===== src/rtl/core/qcs_pkg.sv =====
// ----------------------------------------------------------------------------
// qcs_pkg
// Types, widths and constants shared by the quadrature counter blocks.
// ----------------------------------------------------------------------------
`default_nettype none

package qcs_pkg;

   // field widths
   localparam int unsigned DELTA_W   = 16;
   localparam int unsigned TOTAL_W   = 32;
   localparam int unsigned SPEED_W   = 32;
   localparam int unsigned ELAPSED_W = 16;
   localparam int unsigned CPR_W     = 16;

   // speed datapath widths
   localparam int unsigned SCALE_W = 20;
   localparam int unsigned DEN_W   = 32;
   localparam int unsigned NUM_W   = 35;
   localparam int unsigned QUOT_W  = NUM_W;
   localparam int unsigned CNT_W   = 6;

   // tenths of rpm per count per millisecond per rev
   localparam logic [SCALE_W-1:0] SPEED_SCALE = 20'd600000;
   localparam logic [CPR_W-1:0]   CPR_RESET   = 16'd1024;

   // saturation limits
   localparam logic signed [DELTA_W-1:0] DELTA_MAX = 16'sh7FFF;
   localparam logic signed [DELTA_W-1:0] DELTA_MIN = 16'sh8000;
   localparam logic [SPEED_W-1:0]        SPEED_MAX = 32'h7FFF_FFFF;
   localparam logic [QUOT_W-1:0]         QUOT_POS_LIM = 35'h7FFF_FFFF;
   localparam logic [QUOT_W-1:0]         QUOT_NEG_LIM = 35'h8000_0000;

   // decoded step codes
   localparam logic signed [1:0] STEP_NONE = 2'sb00;
   localparam logic signed [1:0] STEP_UP   = 2'sb01;
   localparam logic signed [1:0] STEP_DOWN = 2'sb11;

   // item passed from the front to the back through the queue
   typedef struct packed {
      logic                        delta_valid;
      logic signed [DELTA_W-1:0]   delta;
      logic signed [TOTAL_W-1:0]   total;
      logic [ELAPSED_W-1:0]        window_ms;
   } qcs_item_type;

   // queue status seen by both sides
   typedef struct packed {
      logic full;
      logic empty;
   } qcs_fifo_status_type;

   typedef enum logic [2:0] {
      BK_IDLE,
      BK_MUL,
      BK_NUM,
      BK_DIV,
      BK_DONE
   } qcs_back_state_type;

   // x4 transition table, index is {prev_a, prev_b, cur_a, cur_b}
   function automatic logic signed [1:0] step_of(input logic [3:0] idx);
      logic signed [1:0] step;
      case (idx)
         4'h1, 4'h7, 4'h8, 4'hE: step = STEP_DOWN;
         4'h2, 4'h4, 4'hB, 4'hD: step = STEP_UP;
         default:                step = STEP_NONE;
      endcase
      return step;
   endfunction

endpackage

`default_nettype wire


===== src/rtl/core/qcs_front.sv =====
// ----------------------------------------------------------------------------
// qcs_front
// Decodes pin transitions, keeps pending and total counts, builds queue items.
// ----------------------------------------------------------------------------
`default_nettype none

module qcs_front (
   input  wire logic                           clock,
   input  wire logic                           reset,
   input  wire logic                           accept,
   input  wire logic                           pin_a,
   input  wire logic                           pin_b,
   input  wire logic                           clear,
   input  wire logic                           take_delta,
   input  wire logic [qcs_pkg::ELAPSED_W-1:0]  window_ms,
   output qcs_pkg::qcs_item_type               item
);
   import qcs_pkg::*;

   logic [1:0]                prev_ff, prev_in;
   logic signed [TOTAL_W-1:0] pending_ff, pending_in;
   logic signed [TOTAL_W-1:0] total_ff, total_in;
   logic [1:0]                cur;
   logic signed [1:0]         step;
   logic signed [TOTAL_W-1:0] step_ext;
   logic signed [TOTAL_W-1:0] pend_sum;
   logic signed [DELTA_W-1:0] delta_sat;

   // decode and count
   always_comb begin
      cur      = {pin_a, pin_b};
      step     = step_of({prev_ff, cur});
      step_ext = {{(TOTAL_W-2){step[1]}}, step};
      prev_in  = cur;
      if (clear) begin
         pend_sum = '0;
         total_in = '0;
      end else begin
         pend_sum = pending_ff + step_ext;
         total_in = total_ff + step_ext;
      end
      // saturate pending count to the delta width
      if (!pend_sum[TOTAL_W-1] && (|pend_sum[TOTAL_W-2:DELTA_W-1])) begin
         delta_sat = DELTA_MAX;
      end else if (pend_sum[TOTAL_W-1] && !(&pend_sum[TOTAL_W-2:DELTA_W-1])) begin
         delta_sat = DELTA_MIN;
      end else begin
         delta_sat = pend_sum[DELTA_W-1:0];
      end
      pending_in = take_delta ? '0 : pend_sum;
      item.delta_valid = take_delta;
      item.delta       = take_delta ? delta_sat : '0;
      item.total       = total_in;
      item.window_ms   = window_ms;
   end

   // count state
   always_ff @(posedge clock) begin
      if (reset) begin
         prev_ff    <= '0;
         pending_ff <= '0;
         total_ff   <= '0;
      end else if (accept) begin
         prev_ff    <= prev_in;
         pending_ff <= pending_in;
         total_ff   <= total_in;
      end
   end

endmodule

`default_nettype wire


===== src/rtl/core/qcs_fifo.sv =====
// ----------------------------------------------------------------------------
// qcs_fifo
// Short item queue between the decode front and the speed back.
// ----------------------------------------------------------------------------
`default_nettype none

module qcs_fifo #(
   parameter int unsigned DEPTH = 2
) (
   input  wire logic                   clock,
   input  wire logic                   reset,
   input  wire logic                   wr_en,
   input  wire qcs_pkg::qcs_item_type  wr_item,
   input  wire logic                   rd_en,
   output qcs_pkg::qcs_item_type       rd_item,
   output qcs_pkg::qcs_fifo_status_type status
);
   import qcs_pkg::*;

   localparam int unsigned PTR_W = (DEPTH > 1) ? $clog2(DEPTH) : 1;
   localparam int unsigned CNT_W_Q = $clog2(DEPTH + 1);

   qcs_item_type         slot_ff [DEPTH];
   logic [PTR_W-1:0]     wr_ptr_ff, wr_ptr_in;
   logic [PTR_W-1:0]     rd_ptr_ff, rd_ptr_in;
   logic [CNT_W_Q-1:0]   count_ff, count_in;
   logic                 do_wr, do_rd;

   // pointer and fill count update
   always_comb begin
      status.full  = (count_ff == CNT_W_Q'(DEPTH));
      status.empty = (count_ff == '0);
      do_wr = wr_en && !status.full;
      do_rd = rd_en && !status.empty;
      wr_ptr_in = wr_ptr_ff;
      rd_ptr_in = rd_ptr_ff;
      count_in  = count_ff;
      if (do_wr) begin
         wr_ptr_in = (wr_ptr_ff == PTR_W'(DEPTH - 1)) ? '0 : wr_ptr_ff + 1'b1;
      end
      if (do_rd) begin
         rd_ptr_in = (rd_ptr_ff == PTR_W'(DEPTH - 1)) ? '0 : rd_ptr_ff + 1'b1;
      end
      if (do_wr && !do_rd) begin
         count_in = count_ff + 1'b1;
      end else if (do_rd && !do_wr) begin
         count_in = count_ff - 1'b1;
      end
      rd_item = slot_ff[rd_ptr_ff];
   end

   always_ff @(posedge clock) begin
      if (reset) begin
         wr_ptr_ff <= '0;
         rd_ptr_ff <= '0;
         count_ff  <= '0;
      end else begin
         wr_ptr_ff <= wr_ptr_in;
         rd_ptr_ff <= rd_ptr_in;
         count_ff  <= count_in;
      end
   end

   // slot storage
   always_ff @(posedge clock) begin
      if (do_wr) begin
         slot_ff[wr_ptr_ff] <= wr_item;
      end
   end

endmodule

`default_nettype wire


===== src/rtl/core/qcs_back.sv =====
// ----------------------------------------------------------------------------
// qcs_back
// Speed computation: scale, restoring divide, rounding, saturation, result reg.
// ----------------------------------------------------------------------------
`default_nettype none

module qcs_back (
   input  wire logic                             clock,
   input  wire logic                             reset,
   input  wire logic [qcs_pkg::CPR_W-1:0]        counts_per_rev,
   input  wire qcs_pkg::qcs_fifo_status_type     fifo_status,
   input  wire qcs_pkg::qcs_item_type            head_item,
   output logic                                  fifo_pop,
   output logic                                  rsp_empty,
   input  wire logic                             rsp_pop,
   output logic                                  rsp_delta_valid,
   output logic signed [qcs_pkg::DELTA_W-1:0]    rsp_delta,
   output logic signed [qcs_pkg::TOTAL_W-1:0]    rsp_total,
   output logic signed [qcs_pkg::SPEED_W-1:0]    rsp_speed_rpm_x10
);
   import qcs_pkg::*;

   qcs_back_state_type        state_ff, state_in;
   qcs_item_type              item_ff, item_in;
   logic                      neg_ff, neg_in;
   logic [DELTA_W-1:0]        mag_ff, mag_in;
   logic [DEN_W-1:0]          den_ff, den_in;
   logic [NUM_W-1:0]          num_ff, num_in;
   logic [DEN_W-1:0]          rem_ff, rem_in;
   logic [QUOT_W-1:0]         quot_ff, quot_in;
   logic [CNT_W-1:0]          cnt_ff, cnt_in;
   logic                      out_valid_ff, out_valid_in;
   logic                      out_dv_ff, out_dv_in;
   logic signed [DELTA_W-1:0] out_delta_ff, out_delta_in;
   logic signed [TOTAL_W-1:0] out_total_ff, out_total_in;
   logic [SPEED_W-1:0]        out_speed_ff, out_speed_in;
   logic [DEN_W:0]            rem_sh;
   logic                      rem_ge;
   logic [QUOT_W-1:0]         quot_lim;
   logic [SPEED_W-1:0]        speed;

   // saturate and sign the quotient
   always_comb begin
      if (neg_ff) begin
         quot_lim = (quot_ff > QUOT_NEG_LIM) ? QUOT_NEG_LIM : quot_ff;
         speed    = '0 - quot_lim[SPEED_W-1:0];
      end else begin
         quot_lim = quot_ff;
         speed    = (quot_ff > QUOT_POS_LIM) ? SPEED_MAX : quot_ff[SPEED_W-1:0];
      end
   end

   // one restoring divide step
   always_comb begin
      rem_sh = {rem_ff, num_ff[NUM_W-1]};
      rem_ge = (rem_sh >= {1'b0, den_ff});
   end

   // sequencer
   always_comb begin
      state_in     = state_ff;
      item_in      = item_ff;
      neg_in       = neg_ff;
      mag_in       = mag_ff;
      den_in       = den_ff;
      num_in       = num_ff;
      rem_in       = rem_ff;
      quot_in      = quot_ff;
      cnt_in       = cnt_ff;
      out_dv_in    = out_dv_ff;
      out_delta_in = out_delta_ff;
      out_total_in = out_total_ff;
      out_speed_in = out_speed_ff;
      fifo_pop     = 1'b0;
      out_valid_in = out_valid_ff && !rsp_pop;
      case (state_ff)
         BK_IDLE: begin
            if (!fifo_status.empty) begin
               fifo_pop = 1'b1;
               item_in  = head_item;
               neg_in   = head_item.delta[DELTA_W-1];
               mag_in   = neg_in ? (DELTA_W'(0) - head_item.delta) : head_item.delta;
               quot_in  = '0;
               if (!head_item.delta_valid || (head_item.window_ms == '0)
                   || (counts_per_rev == '0)) begin
                  state_in = BK_DONE;
               end else begin
                  state_in = BK_MUL;
               end
            end
         end
         BK_MUL: begin
            den_in   = DEN_W'(counts_per_rev) * DEN_W'(item_ff.window_ms);
            state_in = BK_NUM;
         end
         BK_NUM: begin
            num_in   = NUM_W'(mag_ff) * NUM_W'(SPEED_SCALE) + NUM_W'(den_ff >> 1);
            rem_in   = '0;
            quot_in  = '0;
            cnt_in   = '0;
            state_in = BK_DIV;
         end
         BK_DIV: begin
            rem_in  = rem_ge ? DEN_W'(rem_sh - {1'b0, den_ff}) : rem_sh[DEN_W-1:0];
            quot_in = {quot_ff[QUOT_W-2:0], rem_ge};
            num_in  = {num_ff[NUM_W-2:0], 1'b0};
            cnt_in  = cnt_ff + 1'b1;
            if (cnt_ff == CNT_W'(QUOT_W - 1)) begin
               state_in = BK_DONE;
            end
         end
         BK_DONE: begin
            if (!out_valid_ff || rsp_pop) begin
               out_valid_in = 1'b1;
               out_dv_in    = item_ff.delta_valid;
               out_delta_in = item_ff.delta;
               out_total_in = item_ff.total;
               out_speed_in = speed;
               state_in     = BK_IDLE;
            end
         end
         default: begin
            state_in = BK_IDLE;
         end
      endcase
   end

   // control state
   always_ff @(posedge clock) begin
      if (reset) begin
         state_ff     <= BK_IDLE;
         out_valid_ff <= 1'b0;
      end else begin
         state_ff     <= state_in;
         out_valid_ff <= out_valid_in;
      end
   end

   // datapath registers
   always_ff @(posedge clock) begin
      item_ff      <= item_in;
      neg_ff       <= neg_in;
      mag_ff       <= mag_in;
      den_ff       <= den_in;
      num_ff       <= num_in;
      rem_ff       <= rem_in;
      quot_ff      <= quot_in;
      cnt_ff       <= cnt_in;
      out_dv_ff    <= out_dv_in;
      out_delta_ff <= out_delta_in;
      out_total_ff <= out_total_in;
      out_speed_ff <= out_speed_in;
   end

   // result ports
   assign rsp_empty         = !out_valid_ff;
   assign rsp_delta_valid   = out_dv_ff;
   assign rsp_delta         = out_delta_ff;
   assign rsp_total         = out_total_ff;
   assign rsp_speed_rpm_x10 = out_speed_ff;

endmodule

`default_nettype wire


===== src/rtl/core/quadrature_counter_with_speed.sv =====
// ----------------------------------------------------------------------------
// quadrature_counter_with_speed
// x4 quadrature decoder with pending/total counts and speed readout.
//
//   channel  ports                         handshake
//   input    req_pin_a .. req_window_ms    req_push / req_full
//   result   rsp_delta_valid .. rsp_speed  rsp_empty / rsp_pop
//   config   csr_wr_data                   csr_wr_en
//
// The front decodes and counts in the cycle an item is accepted.
// The back handles items in order: one without a speed read, or with zero elapsed
// time or zero counts per rev, skips the multiply and the 35 divider steps.
// Synchronous reset clears counts, queue and result; counts_per_rev goes to 1024.
// The front keeps accepting while the queue has room; a result waits in the
// output register until popped while the back works on the next item.
// ----------------------------------------------------------------------------
`default_nettype none

module quadrature_counter_with_speed #(
   parameter int unsigned QUEUE_DEPTH = 2
) (
   input  wire logic                             clock,
   input  wire logic                             reset,
   input  wire logic                             req_push,
   output logic                                  req_full,
   input  wire logic                             req_pin_a,
   input  wire logic                             req_pin_b,
   input  wire logic                             req_clear,
   input  wire logic                             req_take_delta,
   input  wire logic [qcs_pkg::ELAPSED_W-1:0]    req_window_ms,
   output logic                                  rsp_empty,
   input  wire logic                             rsp_pop,
   output logic                                  rsp_delta_valid,
   output logic signed [qcs_pkg::DELTA_W-1:0]    rsp_delta,
   output logic signed [qcs_pkg::TOTAL_W-1:0]    rsp_total,
   output logic signed [qcs_pkg::SPEED_W-1:0]    rsp_speed_rpm_x10,
   input  wire logic                             csr_wr_en,
   input  wire logic [qcs_pkg::CPR_W-1:0]        csr_wr_data
);
   import qcs_pkg::*;

   logic [CPR_W-1:0]    cpr_ff;
   logic                accept;
   logic                fifo_pop;
   qcs_item_type        front_item;
   qcs_item_type        head_item;
   qcs_fifo_status_type fifo_status;

   // counts per rev register
   always_ff @(posedge clock) begin
      if (reset) begin
         cpr_ff <= CPR_RESET;
      end else if (csr_wr_en) begin
         cpr_ff <= csr_wr_data;
      end
   end

   assign req_full = fifo_status.full;
   assign accept   = req_push && !fifo_status.full;

   qcs_front u_front (
      .clock      (clock),
      .reset      (reset),
      .accept     (accept),
      .pin_a      (req_pin_a),
      .pin_b      (req_pin_b),
      .clear      (req_clear),
      .take_delta (req_take_delta),
      .window_ms  (req_window_ms),
      .item       (front_item)
   );

   qcs_fifo #(
      .DEPTH (QUEUE_DEPTH)
   ) u_fifo (
      .clock   (clock),
      .reset   (reset),
      .wr_en   (accept),
      .wr_item (front_item),
      .rd_en   (fifo_pop),
      .rd_item (head_item),
      .status  (fifo_status)
   );

   qcs_back u_back (
      .clock             (clock),
      .reset             (reset),
      .counts_per_rev    (cpr_ff),
      .fifo_status       (fifo_status),
      .head_item         (head_item),
      .fifo_pop          (fifo_pop),
      .rsp_empty         (rsp_empty),
      .rsp_pop           (rsp_pop),
      .rsp_delta_valid   (rsp_delta_valid),
      .rsp_delta         (rsp_delta),
      .rsp_total         (rsp_total),
      .rsp_speed_rpm_x10 (rsp_speed_rpm_x10)
   );

endmodule

`default_nettype wire


===== config.mk =====
export PLATFORM = sky130hd
export DESIGN_NAME = quadrature_counter_with_speed
export DESIGN_NICKNAME = d
export VERILOG_FILES = /design/src/rtl/core/qcs_pkg.sv /design/src/rtl/core/qcs_front.sv /design/src/rtl/core/qcs_fifo.sv /design/src/rtl/core/qcs_back.sv /design/src/rtl/core/quadrature_counter_with_speed.sv
export SDC_FILE = /design/constraint.sdc
export NUM_CORES = 2
export LEC_CHECK = 0
export ABC_AREA = 1
export BUFFER_PORTS_ARGS = -buffer_cell sky130_fd_sc_hd__buf_2
export CAP_MARGIN = 40
export CORE_UTILIZATION = 30
export CTS_BUF_LIST = sky130_fd_sc_hd__clkbuf_8
export DETAILED_ROUTE_END_ITERATION = 6
export GPL_TIMING_DRIVEN = 0
export PLACE_DENSITY_LB_ADDON = 0.3
export SLEW_MARGIN = 10
export SYNTH_ARGS = -nofsm -noshare
export SYNTH_HDL_FRONTEND = slang
export SYNTH_HIERARCHICAL = 1
export SYNTH_SLANG_ARGS = --single-unit

===== constraint.sdc =====
create_clock -name clock -period 6.9 [get_ports clock]
set_input_delay 0.69 -clock clock [delete_from_list [all_inputs] [get_ports clock]]
set_output_delay 0.69 -clock clock [all_outputs]
set_load 0.02 [all_outputs]

==> results.yml <==
grt:
  grt.overflow.total: 0
  top_usage_layer: "met2"
  grt_usage_pct: 16.4
  grt_pass1_vias: 33500
  grt_pass1_wl_mm: 184
  use_met1_pct: 21.5
  use_met2_pct: 27.6
  grt_max_degree: 66
  antenna_found_initial: 3
  globalRouteMet3Util_pct: 2.32
clock_tree:
  cts_buffer_depth: 3
  clk_latency_ns: 0.81
  cts_root_buffer: "clkbuf_8"
  path_clk_slew_ns: 0.07
  cts_buffers: 95
  cts_max_level: 3
  cts_tree: "done"
  hold_buffers: 0
  clock_sinks: 522
die:
  io_pins: 124
  start_util_pct: 30.2
  core_um2: 140000
  die_y_um: 377
  rows: 137
  die_x_um: 377
  die_area_um2: 142000
setup_path:
  cp_top_family: "adder cells"
  required_ns: 7.46
  crit_path_end_kind: "register"
  crit_buf_inv: 7
  criticalPathCategory: "register to register"
  crit_slowest_cell: "fa_1"
  cpMostUsedCell: "fa_1"
  start_kind: "register"
  critPathArrivalTime_ns: 7.21
  crit_fanout: 4
  critical-path-max-stage-delay_ns: 0.54
timing:
  skew_ns: 0.0574
  rsz0062_at_grt: "yes"
  fmax_mhz: 150
  slew_viol_final: 0
  fin_crit_sh_pct: 96.4
  hold_violations: 0
  finalSetupViolCount: 0
  timing.setup.tns_ns: 0
  min_period_ns: 6.65
  relSlewSlack_pct: 41.4
  setup_slack_ns: 0.250
  worst_pin_slew_ns: 0.879
routing:
  drtIter0Drc: 1894
  vias: 33100
  drt_wl_total_mm: 116
  ant_nets: 0
  remaining_drc_errors: 0
  dr.pass1.iters: 6
  wire_per_inst_um: 16.3
  routed_via_density: 4.62
hold_path:
  hp-class: "primary input to register"
synthesis:
  ys_seq_area_share_pct: 35.0
  ys_top_cells_by_count: "1,195 x nand2_1, 882 x inv_1, 431 x edfxtp_1"
  synth_area_leaders: "edfxtp_1 31%, fa_1 13%, nand2_1 11%"
  synthCells: 4967
  synthArstFlopShare_pct: 0
  synth_edf_count: 431
  post-synth-top-count-cell: "nand2_1"
  yosys_warnings: 6
  synth_seq_cells: 522
  syn_area_um2: 42200
  synthFlopType: "edfxtp_1"
  syn_nets: 5617
  synth_top_area_cell: "edfxtp_1"
  synth_cell_types: 57
  yosysTopAreaCellShare_pct: 30.7
  avgSynthCellArea_um2: 8.50
place:
  dp_slack_ns: -0.232
  gp_congestion: 0.936
  port_buffers: 106
  hpwl_mm: 92.4
  post_dp_cell_area_um2: 45500
finish:
  syn2layout_area_growth_pct: 13.6
  final_nets: 5853
  drive_gt1_share_pct: 11.6
  final_area_um2: 47900
status:
  status: "finished, final reports clean"
job:
  maxCapViolCount: 0
[cells by family after synthesis]
family                     after synthesis  synth area share (%)
muxes                                   65                  2.18
buffers and inverters                 1063                  9.91
AOI/OAI and AO/OA                      647                  8.59
xor gates and xnor gates               114                  2.37
adders and majority gates              609                  22.9
and+or+nand+nor                       1947                  19.1
DFF                                    522                  35.0
[registers in the layout, indices dropped and copies added (netlist names), 32 cells and up, named ones only]
name                      count
u_front/pending_ff           32
u_back/num_ff                35
u_back/quot_ff               35
u_back/den_ff                32
u_back/rsp_speed_rpm_x10     32
u_front/total_ff             32
u_fifo/slot_ff              130
u_back/item_ff               65
u_back/rsp_total             32
u_back/rem_ff                32
[what timing repair did]
action                                  4_1_cts  5_1_grt
setup buffers                                18       20
gates resized for setup                      19      104
endpoints found under the setup margin        9       24
pin swaps                                     0       18
[routing by layer]
| layer | wire length (µm) | share of wire (%) | vias up |
|---|---|---|---|
| li1 | - | - | 16400 |
| met1 | 53500 | 46 | 15800 |
| met2 | 54200 | 47 | 722 |
| met3 | 5290 | 4.5 | 168 |
| met4 | 3340 | 2.9 | 2 |
| met5 | 20 | 0.017 | - |
[layout by cell type, fill, tap and decap left out, drive strengths merged, types with 91 or more instances in the layout]
cell type / n
nand2: 1230
inv: 922
edfxtp: 431
nor2: 393
ha: 339
a21oi: 328
fa: 270
buf: 209
o21ai: 203
clkbuf: 195
nand3: 188
dfxtp: 91
[per-stage QoR]
stage,hold WS (ns),util [%],instances
final,0.0822,34.3,7163
after detailed placement,0.405,32.6,6966
after global routing,0.0541,34.3,7163
after CTS,0.0142,34.1,7163
after global placement,0.403,32.3,6949
after floorplan,0.400,-,4967
[worst paths after layout]
path,startpoint,endpoint,slack [ns],cells past startpoint
worst max register to register,u_back/mag_ff[8],u_back/num_ff[29],0.25,30
worst max-delay path,u_back/mag_ff[8],u_back/num_ff[29],0.25,30
worst min register to register,u_back/item_ff[42],u_back/rsp_total[26],0.41,0
worst min-delay path,req_window_ms[0],u_fifo/slot_ff[1][0],0.08,1
[layout make-up]
class                      instances  area (µm²)
antenna                            2        5.00
buffer                           141         762
clock buffer                     102        1400
clock inverter                    77         561
fill                           14700       91600
inverter                         900        3400
multi-input combinational       3382       23500
sequential                       522       14800
tap                             1876        2350
timing repair buffer             161        1130
Power is not shown: default switching activity piles up to over one toggle a cycle in this logic, so the estimate is an artifact.
